**src/rtl/length_framed_crc16_deframer_core_macros.svh**
```systemverilog
// ----------------------------------------------------------------------------
// Assertion macros for the length framed CRC-16 deframer
// Shared forms for the concurrent checks of the deframer modules.
// ----------------------------------------------------------------------------
`ifndef LENGTH_FRAMED_CRC16_DEFRAMER_CORE_MACROS_SVH
`define LENGTH_FRAMED_CRC16_DEFRAMER_CORE_MACROS_SVH

// The consequent must hold in the same cycle as the antecedent.
`define LFCD_ASSERT_SAME(label, clk, rst, ante, cons, msg) \
  label: assert property (@(posedge clk) disable iff (rst) (ante) |-> (cons)) \
    else $error(msg);

// The consequent must hold in the cycle after the antecedent.
`define LFCD_ASSERT_NEXT(label, clk, rst, ante, cons, msg) \
  label: assert property (@(posedge clk) disable iff (rst) (ante) |=> (cons)) \
    else $error(msg);

`endif

```
**src/rtl/lfcd_pkg.sv**
```systemverilog
// ----------------------------------------------------------------------------
// Deframer package
// Phase codes, the result word type and the CRC-16 byte update.
// ----------------------------------------------------------------------------
`default_nettype none

package lfcd_pkg;

  localparam logic [7:0]  FLAG_BYTE      = 8'h7E;
  localparam logic [15:0] CRC_POLY       = 16'h1021;
  localparam logic [7:0]  MAX_LEN_RESET  = 8'd250;
  localparam logic [7:0]  MIN_FRAME_LEN  = 8'd3;

  typedef enum logic [1:0] {
    PH_HUNT = 2'd0,
    PH_LEN  = 2'd1,
    PH_BODY = 2'd2
  } phase_t;

  typedef enum logic {
    CFG_CRC_CHECK_ENABLE = 1'b0,
    CFG_MAX_FRAME_LENGTH = 1'b1
  } cfg_index_t;

  typedef struct packed {
    logic       valid;
    logic [7:0] frame_byte;
    logic [7:0] byte_position;
    logic       frame_end;
    logic       length_error;
    logic       crc_error;
  } result_t;

  function automatic logic [15:0] crc16_byte(input logic [15:0] crc, input logic [7:0] b);
    logic [15:0] c;
    c = crc ^ {b, 8'h00};
    for (int k = 0; k < 8; k++) begin
      if (c[15]) begin
        c = {c[14:0], 1'b0} ^ CRC_POLY;
      end else begin
        c = {c[14:0], 1'b0};
      end
    end
    return c;
  endfunction

endpackage

`default_nettype wire

```
**src/rtl/lfcd_stream_if.sv**
```systemverilog
// ----------------------------------------------------------------------------
// Deframer stream interfaces
// Byte input channel and frame result channel with valid/ready handshake.
// ----------------------------------------------------------------------------
`default_nettype none

interface lfcd_in_if;
  logic       valid;
  logic       ready;
  logic [7:0] rx_byte;

  modport source (output valid, output rx_byte, input ready);
  modport sink   (input valid, input rx_byte, output ready);
endinterface

interface lfcd_out_if;
  logic       valid;
  logic       ready;
  logic [7:0] frame_byte;
  logic [7:0] byte_position;
  logic       frame_end;
  logic       length_error;
  logic       crc_error;

  modport source (output valid, output frame_byte, output byte_position,
                  output frame_end, output length_error, output crc_error,
                  input ready);
  modport sink   (input valid, input frame_byte, input byte_position,
                  input frame_end, input length_error, input crc_error,
                  output ready);
endinterface

`default_nettype wire

```
**src/rtl/lfcd_parser.sv**
```systemverilog
// ----------------------------------------------------------------------------
// Deframer parser
// Flag hunt, length check, byte indexing and running CRC-16 for each frame.
// ----------------------------------------------------------------------------
`default_nettype none

`include "length_framed_crc16_deframer_core_macros.svh"

module lfcd_parser
  import lfcd_pkg::*;
(
  input  wire logic       clk,
  input  wire logic       rst,
  input  wire logic       accept,
  input  wire logic [7:0] rx_byte,
  input  wire logic       crc_check_enable,
  input  wire logic [7:0] max_frame_length,
  output result_t         result
);

  phase_t      phase, phase_next;
  logic [7:0]  frame_length, frame_length_next;
  logic [7:0]  bytes_received, bytes_received_next;
  logic [15:0] running_crc, running_crc_next;
  logic [7:0]  received_crc_low, received_crc_low_next;

  logic        len_bad;
  logic [8:0]  pos_plus2;
  logic        in_payload;
  logic        at_crc_low;

  assign len_bad    = (rx_byte < MIN_FRAME_LEN) || (rx_byte > max_frame_length);
  assign pos_plus2  = {1'b0, bytes_received} + 9'd2;
  assign in_payload = pos_plus2 < {1'b0, frame_length};
  assign at_crc_low = pos_plus2 == {1'b0, frame_length};

  always_comb begin
    case (phase)
      PH_LEN:  phase_next = len_bad ? PH_HUNT : PH_BODY;
      PH_BODY: phase_next = (in_payload || at_crc_low) ? PH_BODY : PH_HUNT;
      default: phase_next = (rx_byte == FLAG_BYTE) ? PH_LEN : PH_HUNT;
    endcase
  end

  always_comb begin
    frame_length_next     = frame_length;
    bytes_received_next   = bytes_received;
    running_crc_next      = running_crc;
    received_crc_low_next = received_crc_low;
    result                = '0;
    result.frame_byte     = rx_byte;
    case (phase)
      PH_LEN: begin
        frame_length_next    = rx_byte;
        result.valid         = 1'b1;
        result.byte_position = 8'd0;
        if (len_bad) begin
          bytes_received_next = 8'd0;
          running_crc_next    = 16'h0000;
          result.frame_end    = 1'b1;
          result.length_error = 1'b1;
        end else begin
          bytes_received_next = 8'd1;
          running_crc_next    = crc16_byte(16'h0000, rx_byte);
        end
      end
      PH_BODY: begin
        bytes_received_next  = bytes_received + 8'd1;
        result.valid         = 1'b1;
        result.byte_position = bytes_received;
        if (in_payload) begin
          running_crc_next = crc16_byte(running_crc, rx_byte);
        end else if (at_crc_low) begin
          received_crc_low_next = rx_byte;
        end else begin
          result.frame_end = 1'b1;
          result.crc_error = crc_check_enable && ({rx_byte, received_crc_low} != running_crc);
        end
      end
      default: begin
        if (rx_byte == FLAG_BYTE) begin
          running_crc_next    = 16'h0000;
          bytes_received_next = 8'd0;
        end
      end
    endcase
  end

  always_ff @(posedge clk) begin
    if (rst) begin
      phase            <= PH_HUNT;
      frame_length     <= 8'd0;
      bytes_received   <= 8'd0;
      running_crc      <= 16'h0000;
      received_crc_low <= 8'd0;
    end else if (accept) begin
      phase            <= phase_next;
      frame_length     <= frame_length_next;
      bytes_received   <= bytes_received_next;
      running_crc      <= running_crc_next;
      received_crc_low <= received_crc_low_next;
    end
  end

  `LFCD_ASSERT_SAME(a_len_err_form, clk, rst, result.valid && result.length_error,
    result.frame_end && !result.crc_error && (result.byte_position == 8'd0),
    "length error result is not a position zero frame end")
  `LFCD_ASSERT_NEXT(a_end_to_hunt, clk, rst, accept && result.valid && result.frame_end,
    phase == PH_HUNT, "parser did not return to hunting after frame end")
  `LFCD_ASSERT_NEXT(a_flag_to_len, clk, rst,
    accept && (phase != PH_LEN) && (phase != PH_BODY) && (rx_byte == FLAG_BYTE),
    phase == PH_LEN, "start flag did not lead to the length phase")
  `LFCD_ASSERT_SAME(a_hunt_silent, clk, rst, (phase != PH_LEN) && (phase != PH_BODY),
    !result.valid, "result produced while hunting")

endmodule

`default_nettype wire

```
**src/rtl/length_framed_crc16_deframer_core.sv**
```systemverilog
// ----------------------------------------------------------------------------
// Length framed CRC-16 deframer
// A frame byte appears on the output in the cycle after it is taken.
// Throughput: one byte per cycle unless the output register is stalled; the
// parser state and eight-step CRC update sit before that output register.
// Reset: synchronous, clears the parser to flag hunting, empties the output
// register and restores crc_check_enable to 1 and max_frame_length to 250.
// ----------------------------------------------------------------------------
`default_nettype none

`include "length_framed_crc16_deframer_core_macros.svh"

module length_framed_crc16_deframer_core
  import lfcd_pkg::*;
(
  input  wire logic       clk,
  input  wire logic       rst,
  input  wire logic       cfg_we,
  input  wire logic       cfg_index,
  input  wire logic [7:0] cfg_data,
  lfcd_in_if.sink         in,
  lfcd_out_if.source      out
);

  logic       crc_check_enable;
  logic [7:0] max_frame_length;
  logic       accept;
  result_t    result;
  logic       out_valid;

  always_ff @(posedge clk) begin
    if (rst) begin
      crc_check_enable <= 1'b1;
      max_frame_length <= MAX_LEN_RESET;
    end else if (cfg_we) begin
      case (cfg_index_t'(cfg_index))
        CFG_CRC_CHECK_ENABLE: crc_check_enable <= cfg_data[0];
        CFG_MAX_FRAME_LENGTH: max_frame_length <= cfg_data;
        default: ;
      endcase
    end
  end

  assign in.ready = !out_valid || out.ready;
  assign accept   = in.valid && in.ready;

  lfcd_parser u_parser (
    .clk              (clk),
    .rst              (rst),
    .accept           (accept),
    .rx_byte          (in.rx_byte),
    .crc_check_enable (crc_check_enable),
    .max_frame_length (max_frame_length),
    .result           (result)
  );

  always_ff @(posedge clk) begin
    if (rst) begin
      out_valid <= 1'b0;
    end else if (accept) begin
      out_valid <= result.valid;
    end else if (out.ready) begin
      out_valid <= 1'b0;
    end
  end

  always_ff @(posedge clk) begin
    if (accept && result.valid) begin
      out.frame_byte    <= result.frame_byte;
      out.byte_position <= result.byte_position;
      out.frame_end     <= result.frame_end;
      out.length_error  <= result.length_error;
      out.crc_error     <= result.crc_error;
    end
  end

  assign out.valid = out_valid;

  `LFCD_ASSERT_SAME(a_stall_only_when_full, clk, rst, !in.ready,
    out.valid && !out.ready, "input stalled while the output register can move")
  `LFCD_ASSERT_NEXT(a_result_loaded, clk, rst, accept && result.valid,
    out.valid, "accepted result did not reach the output register")
  `LFCD_ASSERT_NEXT(a_held_when_stalled, clk, rst, out.valid && !out.ready,
    out.valid && $stable(out.frame_byte) && $stable(out.byte_position),
    "stalled output word changed")

endmodule

`default_nettype wire
```
**src/flat_wrapper.sv**
```systemverilog
// flat-port wrapper written by rule: the top's interface ports become plain ports
module length_framed_crc16_deframer_core_flat import lfcd_pkg::*;
  (clk, rst, cfg_we, cfg_index, cfg_data, in_valid, in_rx_byte, in_ready, out_valid, out_frame_byte, out_byte_position, out_frame_end, out_length_error, out_crc_error, out_ready);
  lfcd_in_if in_i ();
  lfcd_out_if out_i ();
  input  wire logic clk;
  input  wire logic rst;
  input  wire logic cfg_we;
  input  wire logic cfg_index;
  input  wire logic [7:0] cfg_data;
  input wire logic [$bits(in_i.valid)-1:0] in_valid;
  input wire logic [$bits(in_i.rx_byte)-1:0] in_rx_byte;
  output wire logic [$bits(in_i.ready)-1:0] in_ready;
  output wire logic [$bits(out_i.valid)-1:0] out_valid;
  output wire logic [$bits(out_i.frame_byte)-1:0] out_frame_byte;
  output wire logic [$bits(out_i.byte_position)-1:0] out_byte_position;
  output wire logic [$bits(out_i.frame_end)-1:0] out_frame_end;
  output wire logic [$bits(out_i.length_error)-1:0] out_length_error;
  output wire logic [$bits(out_i.crc_error)-1:0] out_crc_error;
  input wire logic [$bits(out_i.ready)-1:0] out_ready;
  assign in_i.valid = in_valid;
  assign in_i.rx_byte = in_rx_byte;
  assign in_ready = in_i.ready;
  assign out_valid = out_i.valid;
  assign out_frame_byte = out_i.frame_byte;
  assign out_byte_position = out_i.byte_position;
  assign out_frame_end = out_i.frame_end;
  assign out_length_error = out_i.length_error;
  assign out_crc_error = out_i.crc_error;
  assign out_i.ready = out_ready;
  length_framed_crc16_deframer_core u_core (.clk(clk), .rst(rst), .cfg_we(cfg_we), .cfg_index(cfg_index), .cfg_data(cfg_data), .in(in_i), .out(out_i));
endmodule
```
**config.mk**
```make
export PLATFORM = sky130hd
export DESIGN_NAME = length_framed_crc16_deframer_core_flat
export DESIGN_NICKNAME = d
export VERILOG_FILES = /design/src/rtl/lfcd_pkg.sv /design/src/rtl/lfcd_stream_if.sv /design/src/rtl/lfcd_parser.sv /design/src/rtl/length_framed_crc16_deframer_core.sv /design/src/flat_wrapper.sv
export VERILOG_INCLUDE_DIRS = /design/src /design/src/rtl
export SDC_FILE = /design/constraint.sdc
export NUM_CORES = 1
export LEC_CHECK = 0
export BUFFER_PORTS_ARGS = -buffer_cell sky130_fd_sc_hd__clkbuf_2
export CORE_MARGIN = 2
export CORE_UTILIZATION = 40
export CTS_CLUSTER_SIZE = 28
export DETAILED_ROUTE_END_ITERATION = 8
export HOLD_SLACK_MARGIN = 0.08
export SLEW_MARGIN = 20
export SYNTH_ARGS = -nofsm -noshare
export SYNTH_HDL_FRONTEND = slang
export SYNTH_SLANG_ARGS = --single-unit
```
**constraint.sdc**
```tcl
create_clock -name clk -period 4.1 [get_ports clk]
set_clock_uncertainty 0.1 [all_clocks]
set_input_delay 0 -clock clk [delete_from_list [all_inputs] [get_ports clk]]
set_output_delay 0 -clock clk [all_outputs]
set_load 0.005 [all_outputs]
```
==> results.py, run 1 <==
metrics = {
    "detailed_routing": {
        "vias": 3123,
        "dr.pass1.iters": 4,
        "wl_um": 9388,
        "drt_iter0_drc": 105,
        "vias_per_cell": 5.145,
        "antenna_left": 0,
        "remaining_drc_errors": 0,
        "wl_per_cell_um": 15.47,
    },
    "die": {
        "top_level_ports": 43,
        "rows": 35,
        "die_w_um": 102.2,
        "initial_core_util_pct": 41.54,
        "dieHeight_um": 102.2,
        "coreArea_um2": 9284,
        "dieArea_um2": 10440,
    },
    "yosys": {
        "ys_seq_area_share_pct": 41.79,
        "ys_warn_count": 0,
        "synthCells": 412,
        "synth_commonest_cells": "dfxtp_1 (52), nand2_1 (42), nor2_1 (28)",
        "ys_ff_latch": 71,
        "synth-edff-count": 19,
        "ys.flop_type": "dfxtp_1",
        "synth_most_common_cell": "dfxtp_1",
        "syn_area_um2": 3856,
        "synth.distinct_cells": 47,
        "yosysTopAreaCell": "dfxtp_1",
        "syn_area_per_cell_um2": 9.360,
        "synth_top_area_share_pct": 27.00,
        "synthArstFlopShare_pct": 0,
        "syn-num-nets": 454,
        "synthTopCellsByArea": "dfxtp_1 (27%), edfxtp_1 (15%), ha_1 (6.5%), xor2_1 (6.1%), xnor2_1 (5.2%)",
    },
    "global_route": {
        "grt_pass1_vias": 3005,
        "grt_pass1_wl_um": 15240,
        "track_usage_pct": 19.22,
        "grt_antenna_before_repair": 0,
        "grt_overflow": 0,
        "grt_max_degree": 34,
    },
    "worst_setup_path": {
        "path_buf_inv": 0,
        "slowest_stage": "dfxtp_1",
        "crit_arrival_ps": 3460,
        "crit_type": "flop to flop",
        "start_kind": "flop",
        "cp_top_family": "simple AND/OR/NAND/NOR gates",
        "cp-end-kind": "flop",
        "critical_path.max_fanout": 15,
        "cp_slowest_stage_delay_ps": 490,
        "critPathRequiredTime_ps": 4260,
        "path_cells": "ha_1 -> nand3_1 -> nor2_1 -> xor2_1 -> ha_1 -> a21oi_1 -> nand2_1 -> or2_2 -> o21ai_1 -> nand3_1 -> o31ai_1",
    },
    "cts": {
        "cts_resized": 0,
        "cts.clk_slew.worst_paths_ps": 80,
        "clk-insertion-delay-late_ps": 340,
        "clock-sinks": 71,
        "cts_max_level": 3,
        "cts_inserted_buffers": 9,
        "cts-root-buf": "clkbuf_8",
        "clk_path_buf_depth": 2,
        "cts_tree": "yes",
    },
    "power": {
        "power.internal_mw": 1.136,
        "combinationalPowerShare_pct": 9.0,
        "p_leak_nw": 1.894,
        "clkPwrFrac_pct": 42.3,
        "power.density_nw_per_um2": 320.7,
        "p_switching_mw": 0.3536,
        "vdd_ir_drop_max_uv": 158.5,
        "p_seq_share_pct": 48.7,
        "switching_share_pct": 23.75,
    },
    "sta": {
        "worst_pin_slew_ps": 1047,
        "setup_viol": 0,
        "max_slew_margin_pct": 30.12,
        "fmax_ghz": 0.3027,
        "final_max_slew_viol_count": 0,
        "period_minus_slack_ps": 3304,
        "min_period_over_period_pct": 80.59,
        "setup_tns_ps": 0,
        "finalHoldViolCount": 0,
        "rsz0062_at_grt": "no",
    },
    "job": {
        "max_cap_viol_count": 0,
    },
    "place": {
        "gp_congestion": 0.8233,
        "port_buffers": 42,
        "hpwl_um": 6297,
    },
    "layout": {
        "final_core_util_pct": 50.01,
        "areaGrowthSynthToFinish_pct": 20.41,
        "diodes": 0,
        "drive_gt1_share_pct": 15.06,
        "nNetsFinal": 515,
        "fill_cells": 863,
    },
    "run_status": {
        "status": "complete, no violations",
    },
    "min_path": {
        "hold_path.class": "input pin to flop",
    },
}
[placed cells by master, fill, tap and decap left out, drive strengths merged, types with 3 or more instances in the layout]
cell / count
dlygate4sd3: 29
and3: 6
a211oi: 4
nand2: 42
nor3: 3
clkbuf: 52
nand3: 20
a32oi: 5
nor4: 5
o31ai: 4
a22oi: 6
dfxtp: 52
nor2b: 4
and2: 7
ha: 20
xnor2: 23
mux2i: 9
a211o: 8
nor2: 28
o21ai: 21
a21oi: 25
buf: 3
nand4: 7
edfxtp: 19
xor2: 27
inv: 24
[path summary, 6_finish.rpt]
check	from	endpoint	slack (ps)	cells after the start
worst max register to register	u_core.u_parser.bytes_received[2]$_SDFFE_PP0P_	u_core.u_parser.running_crc[10]$_SDFFE_PP0P_	800	11
worst max-delay path	u_core.u_parser.bytes_received[2]$_SDFFE_PP0P_	u_core.u_parser.running_crc[10]$_SDFFE_PP0P_	800	11
worst min-delay path	cfg_index	u_core.max_frame_length[7]$_SDFFE_PP1P_	220	3
worst min register to register	u_core.u_parser.frame_length[5]$_SDFFE_PP0P_	u_core.u_parser.frame_length[5]$_SDFFE_PP0P_	350	2
[registers in the layout, indices dropped and copies added, names as in the netlist]
register,flops
u_core.out.valid,1
u_core.u_parser.phase,2
u_core.max_frame_length,8
u_core.u_parser.running_crc,16
u_core.out.length_error,1
u_core.out.frame_end,1
u_core.u_parser.bytes_received,8
u_core.out.crc_error,1
u_core.u_parser.received_crc_low,8
u_core.out.byte_position,8
u_core.crc_check_enable,1
u_core.u_parser.frame_length,8
u_core.out.frame_byte,8
[cell families (layout without fill, tap and decap cells)]
logic type / after synthesis / in the layout / share of synthesized area, %
AOI/OAI and AO/OA: 86 / 86 / 15.44
xor gates and xnor gates: 50 / 50 / 11.36
buffers and inverters: 48 / 114 / 5.483
and+or+nand+nor: 128 / 128 / 17.10
adders and majority gates: 20 / 20 / 6.489
DFF: 71 / 71 / 41.79
muxes: 9 / 9 / 2.336
[power by group through the flow]
stage / registers (mW) / clock network, mW / logic (mW)
2_1_floorplan: 0.740 / 0 / 0.0852
3_3_place_gp: 0.741 / 0 / 0.111
3_5_place_dp: 0.741 / 0 / 0.113
4_1_cts: 0.725 / 0.640 / 0.133
5_1_grt: 0.725 / 0.666 / 0.148
6_report: 0.725 / 0.630 / 0.134
[stage by stage]
step	hold WS [ps]	total power [mW]	instance area [um^2]	worst slack (ps)	std cells
finish	223.8	1.489	4643	795.9	607
global route	243.1	1.540	4643	414.4	607
CTS	152.9	1.497	4643	806.5	607
detailed placement	137.9	0.8534	4131	800.7	562
global placement	126.5	0.8518	4131	955.4	562
floorplan	-1.131	0.8253	3856	1359	412
[layer usage]
layer / global-route usage, % / vias up / routed length [um]
met5: 0 / - / 0
met1: 25.07 / 1480 / 4360
met3: 3.010 / 12 / 412
met4: 6.872 / 0 / 123
met2: 32.34 / 72 / 4491
li1: - / 1559 / -
[cell type report]
class                           count  area [um^2]  area share [%]
Multi-Input combinational cell    293         2036           43.84
Sequential cell                    71         1612           34.71
Timing Repair Buffer               74        523.0           11.26
Tap cell                          129        161.4           3.476
Clock buffer                       10        137.6           2.964
Inverter                           24        90.09           1.940
Clock inverter                      6        83.83           1.805
[worst register-to-register path, delay by kind of cell, from the launching register on]
family                     cells  cell delay [ps]
and+or+nand+nor                5             1190
AOI/OAI and AO/OA              3              740
adders and majority gates      2              540
xor gates and xnor gates       1              180
DFF                            1              490
[what timing repair did]
action,in CTS,in global routing
buffers inserted,0,0
endpoints found under the hold margin,34,0
hold buffers,29,0
Power figures use the tool's default switching activity.
==> run 2, diff against run 1 <==
- ABC_AREA: not set -> 1
- clock period: 4.1 -> 3.2 ns (I/O delays scaled with it)
==> results.py, run 2 <==
metrics = {
    "run_status": {
        "status": "complete, no violations",
    },
    "yosys": {
        "synth_top_area_share_pct": 25.71,
        "syn_area_per_cell_um2": 7.554,
        "synth_most_common_cell": "nand2_1",
        "ys_ff_latch": 71,
        "synthCells": 536,
        "synthTopCellsByArea": "dfxtp_1 (26%), nand2_1 (14%), edfxtp_1 (14%), inv_1 (6.4%), ha_1 (6.2%)",
        "synth-edff-count": 19,
        "syn-num-nets": 578,
        "synthArstFlopShare_pct": 0,
        "yosysTopAreaCell": "dfxtp_1",
        "syn_area_um2": 4049,
        "synth_commonest_cells": "nand2_1 (154), inv_1 (69), dfxtp_1 (52)",
        "synth.distinct_cells": 40,
        "ys.flop_type": "dfxtp_1",
        "ys_warn_count": 0,
        "ys_seq_area_share_pct": 39.80,
    },
    "sta": {
        "final_max_slew_viol_count": 0,
        "fmax_ghz": 0.3606,
        "rsz0062_at_grt": "no",
        "hold_ws_ps": 126.5,
        "setup_viol": 0,
        "finalHoldViolCount": 0,
        "setup_tns_ps": 0,
        "max_slew_margin_pct": 59.59,
        "min_period_over_period_pct": 86.67,
        "period_minus_slack_ps": 2773,
        "worst_pin_slew_ps": 599.8,
    },
    "global_route": {
        "grt_overflow": 0,
        "grt_max_degree": 29,
        "grt_antenna_before_repair": 0,
        "grt_pass1_vias": 3599,
        "grt_pass1_wl_um": 17390,
        "track_usage_pct": 19.86,
    },
    "layout": {
        "final_core_util_pct": 48.46,
        "top_register": "u_core.u_parser.running_crc",
        "mostFrequentLayoutCells": "nand2_1 (154), inv_1 (69), dfxtp_1 (52)",
        "fill_cells": 1011,
        "stdcell_count": 734,
        "drive_gt1_share_pct": 13.48,
        "nNetsFinal": 638,
        "diodes": 0,
        "areaGrowthSynthToFinish_pct": 17.52,
        "final_common_cell": "nand2_1",
        "largest_reg_flops": 16,
    },
    "die": {
        "dieArea_um2": 10940,
        "die_w_um": 104.6,
        "rows": 36,
        "dieHeight_um": 104.6,
        "coreArea_um2": 9819,
        "top_level_ports": 43,
        "initial_core_util_pct": 41.23,
    },
    "cts": {
        "clock-sinks": 71,
        "clk_path_buf_depth": 2,
        "clk-insertion-delay-late_ps": 360,
        "cts_max_level": 3,
        "cts.clk_slew.worst_paths_ps": 90,
        "cts_inserted_buffers": 9,
        "cts_tree": "yes",
        "cts-root-buf": "clkbuf_8",
    },
    "worst_setup_path": {
        "start_kind": "flop",
        "critical_path.max_fanout": 10,
        "path_buf_inv": 0,
        "cp_top_family": "simple AND/OR/NAND/NOR gates",
        "cp-end-kind": "flop",
        "cp_slowest_stage_delay_ps": 430,
        "path_cells": "ha_1 -> nand3_1 -> nor2_1 -> xor2_1 -> ha_1 -> nand2_1 -> nor2_1 -> nand2_1 -> nor3_2 -> nand2_1 -> o21ai_0 -> a21oi_1",
        "worst_path_most_repeated_cell": "nand2_1",
        "critPathRequiredTime_ps": 3340,
        "crit_type": "flop to flop",
        "slowest_stage": "dfxtp_1",
        "crit_arrival_ps": 2910,
    },
    "detailed_routing": {
        "dr.pass1.iters": 5,
        "vias": 3608,
        "vias_per_cell": 4.916,
        "wl_per_cell_um": 13.60,
        "remaining_drc_errors": 0,
        "antenna_left": 0,
        "drt_iter0_drc": 176,
        "wl_um": 9980,
    },
    "place": {
        "hpwl_um": 6967,
        "gp_congestion": 0.8768,
        "dp.cells": 695,
        "port_buffers": 42,
    },
    "power": {
        "p_total_mw": 1.908,
        "p_leak_nw": 2.202,
        "vdd_ir_drop_max_uv": 158.3,
        "power.density_nw_per_um2": 400.9,
    },
    "job": {
        "max_cap_viol_count": 0,
    },
    "min_path": {
        "hold_path.class": "input pin to flop",
    },
}
[run 2: cell types whose count changed after synthesis, moves of 7 or more]
| cell | previous run | this run |
|---|---|---|
| a21oi_1 | 25 | 44 |
| nand2_1 | 42 | 154 |
| xnor2_1 | 23 | 9 |
| xor2_1 | 27 | 18 |
| nand4_1 | 5 | 14 |
| mux2i_1 | 9 | 0 |
| inv_1 | 24 | 69 |
| and2_1 | 7 | 0 |
| a211o_1 | 8 | 0 |
[run 2: logic make-up (layout without fill, tap and decap cells)]
family | after synthesis | after routing | share of synthesized area (%)
AND/OR/NAND/NOR | 245 | 245 | 27.44
buffers and inverters | 92 | 157 | 9.827
AO/OA/AOI/OAI | 81 | 81 | 10.91
flip-flops | 71 | 71 | 39.80
XOR/XNOR | 27 | 27 | 5.841
adder cells (fa/ha/maj) | 20 | 20 | 6.180
[run 2: worst min-delay path: cells and delay by family]
kind	cells	cell delay, ps
buf+inv	2	260
simple gates	2	190
compound gates	1	70
[run 2: power by group]
part	internal (mW)	leakage (nW)	total [mW]	switching [mW]
clock network	0.333	0.0873	0.705	0.372
logic	0.0944	1.52	0.256	0.162
registers	0.939	0.597	0.947	0.00763
total	1.37	2.20	1.91	0.541
[run 2: routing by layer]
| metal | vias to the layer above | global-route usage, % | wire [um] |
|---|---|---|---|
| met3 | 13 | 4.679 | 543 |
| met5 | - | 0 | 0 |
| met2 | 76 | 33.29 | 4763 |
| met1 | 1681 | 25.55 | 4546 |
| met4 | 0 | 5.619 | 126 |
| li1 | 1838 | - | - |
[run 2: cell type report]
class | count | area, um^2 | area share (%)
Timing Repair Buffer | 69 | 470.5 | 9.887
Tap cell | 133 | 166.4 | 3.497
Clock inverter | 5 | 40.04 | 0.8414
Sequential cell | 71 | 1612 | 33.87
Clock buffer | 11 | 152.6 | 3.208
Multi-Input combinational cell | 373 | 2042 | 42.91
Inverter | 72 | 275.3 | 5.785
[run 2: path summary, 6_finish.rpt]
kind                                                                     start                                          endpoint  cells after the start  slack [ps]
worst max register to register  u_core.u_parser.bytes_received[2]$_SDFFE_PP0P_  u_core.u_parser.received_crc_low[1]$_SDFFE_PP0P_                     12         430
worst min register to register    u_core.u_parser.frame_length[7]$_SDFFE_PP0P_      u_core.u_parser.frame_length[7]$_SDFFE_PP0P_                      2         370
worst min-delay path                                                    cfg_we           u_core.max_frame_length[4]$_SDFFE_PP1P_                      5         130
worst max-delay path            u_core.u_parser.bytes_received[2]$_SDFFE_PP0P_  u_core.u_parser.received_crc_low[1]$_SDFFE_PP0P_                     12         430
[run 2: metrics by stage]
stage / worst slack [ps] / instance area (um^2)
3_3_place_gp: 555.6 / 4335
3_5_place_dp: 478.2 / 4335
5_1_grt: 37.64 / 4758
2_1_floorplan: 792.7 / 4049
6_report: 426.6 / 4758
4_1_cts: 441.2 / 4758
[run 2: what timing repair did]
| item | CTS | global route |
|---|---|---|
| resized for setup | 0 | 0 |
| setup endpoints to repair | 0 | 0 |
| setup buffers | 0 | 0 |
| hold buffers | 23 | 0 |
| hold endpoints to repair | 52 | 0 |
==> run 3, diff against run 2 <==
- CORE_ASPECT_RATIO: not set -> 1.75
- SKIP_CTS_REPAIR_TIMING: not set -> 1
==> results.py, run 3 (synthesis gave the netlist of run 2 again) <==
metrics = {
    "run_status": {
        "status": "complete, no violations",
    },
    "detailed_routing": {
        "wl_per_cell_um": 14.46,
        "vias_per_cell": 5.007,
        "remaining_drc_errors": 0,
        "wl_um": 10500,
        "antenna_left": 0,
        "drt_iter0_drc": 172,
        "dr.pass1.iters": 5,
        "vias": 3635,
    },
    "layout": {
        "regArea_um2": 1612,
        "drive_gt1_share_pct": 13.48,
        "final_common_cell": "nand2_1",
        "stdcell_count": 726,
        "postLayoutCellArea_um2": 4840,
        "multi_input_area_um2": 2042,
        "fill_cells": 976,
        "top_register": "u_core.u_parser.running_crc",
        "mostFrequentLayoutCells": "nand2_1 (154), inv_1 (69), dfxtp_1 (52)",
        "final_core_util_pct": 49.14,
        "diodes": 0,
        "nNetsFinal": 638,
        "areaGrowthSynthToFinish_pct": 19.53,
        "largest_reg_flops": 16,
    },
    "sta": {
        "hold_ws_ps": 42.69,
        "setup_viol": 0,
        "worst_pin_slew_ps": 620.0,
        "finalHoldViolCount": 0,
        "fmax_ghz": 0.3519,
        "rsz0062_at_grt": "no",
        "setup_tns_ps": 0,
        "min_period_over_period_pct": 88.81,
        "final_max_slew_viol_count": 0,
        "setup_ws_ps": 358.2,
        "max_slew_margin_pct": 58.23,
        "period_minus_slack_ps": 2842,
    },
    "global_route": {
        "grt_pass1_vias": 3373,
        "grt_antenna_before_repair": 0,
        "grt_pass1_wl_um": 16870,
        "grt_max_degree": 29,
        "grt_overflow": 0,
        "track_usage_pct": 20.33,
    },
    "cts": {
        "cts_max_level": 3,
        "clk_path_buf_depth": 2,
        "clk-insertion-delay-late_ps": 340,
        "cts-root-buf": "clkbuf_16",
        "cts_tree": "yes",
        "clock-sinks": 71,
        "cts.clk_slew.worst_paths_ps": 60,
        "cts_inserted_buffers": 9,
    },
    "place": {
        "dpl_cell_area_um2": 4318,
        "dp.cells": 686,
        "port_buffers": 42,
        "place_ws_ps": 439.1,
        "gp_congestion": 0.8894,
        "hpwl_um": 7615,
    },
    "die": {
        "dieHeight_um": 137.1,
        "dieArea_um2": 10980,
        "initial_core_util_pct": 41.11,
        "coreArea_um2": 9849,
        "top_level_ports": 43,
        "die_w_um": 80.06,
        "rows": 48,
    },
    "power": {
        "power.density_nw_per_um2": 445.1,
        "p_leak_nw": 2.239,
        "vdd_ir_drop_max_uv": 262.1,
        "p_total_mw": 2.154,
    },
    "worst_setup_path": {
        "critical_path.max_fanout": 10,
        "cp-end-kind": "flop",
        "critPathRequiredTime_ps": 3310,
        "crit_type": "flop to flop",
        "crit_arrival_ps": 2950,
        "start_kind": "flop",
    },
    "min_path": {
        "hold_path.class": "input pin to flop",
    },
    "job": {
        "max_cap_viol_count": 0,
    },
}
==> run 3: cell types whose count changed in the layout (fill, tap and decap cells not counted), sizes merged <==
cell and change:
clkinvlp +1, clkbuf -2, inv +1, buf -1, dlygate4sd3 +1
==> run 3: report_power, final <==
part | leakage (nW) | internal, mW | switching, mW
clock | 0.125 | 0.531 | 0.415
sequential | 0.597 | 0.941 | 0.00783
combinational | 1.52 | 0.0949 | 0.165
total | 2.24 | 1.57 | 0.588
==> run 3: final cells by class <==
| cell class | instances | area share, % |
|---|---|---|
| clock inverters | 7 | 1.163 |
| clock buffers | 9 | 4.654 |
| flip-flops and latches | 71 | 33.30 |
| inverters | 72 | 5.688 |
| multi-input cells | 373 | 42.19 |
| well taps | 125 | 3.232 |
| repair buffers | 69 | 9.773 |
==> run 3: critical path, stage by stage, from the launching register on <==
cell     delay, ps
dfxtp_1        430
ha_1           260
nand3_1        150
xor2_1         180
ha_1           270
nand2_1         80
nor3_1         300
nand2_1        110
nor3_2         310
nand2_1        260
o21ai_0        210
a21oi_1         60
==> run 3: per-layer routing <==
layer	share of wire [%]	global-route usage [%]	vias up
met5	0	0	-
met4	5.0	11.86	0
met3	3.0	3.826	28
met2	53	36.25	71
met1	39	21.84	1696
li1	-	-	1840
==> run 3: path summary, 6_finish.rpt <==
kind                                             startpoint  slack (ps)  depth (start not counted)                                                to
max          u_core.u_parser.bytes_received[2]$_SDFFE_PP0P_         360                         11  u_core.u_parser.received_crc_low[0]$_SDFFE_PP0P_
min                                                     rst          40                          2       u_core.u_parser.running_crc[7]$_SDFFE_PP0P_
max reg2reg  u_core.u_parser.bytes_received[2]$_SDFFE_PP0P_         360                         11  u_core.u_parser.received_crc_low[0]$_SDFFE_PP0P_
min reg2reg    u_core.u_parser.frame_length[3]$_SDFFE_PP0P_         370                          2      u_core.u_parser.frame_length[3]$_SDFFE_PP0P_
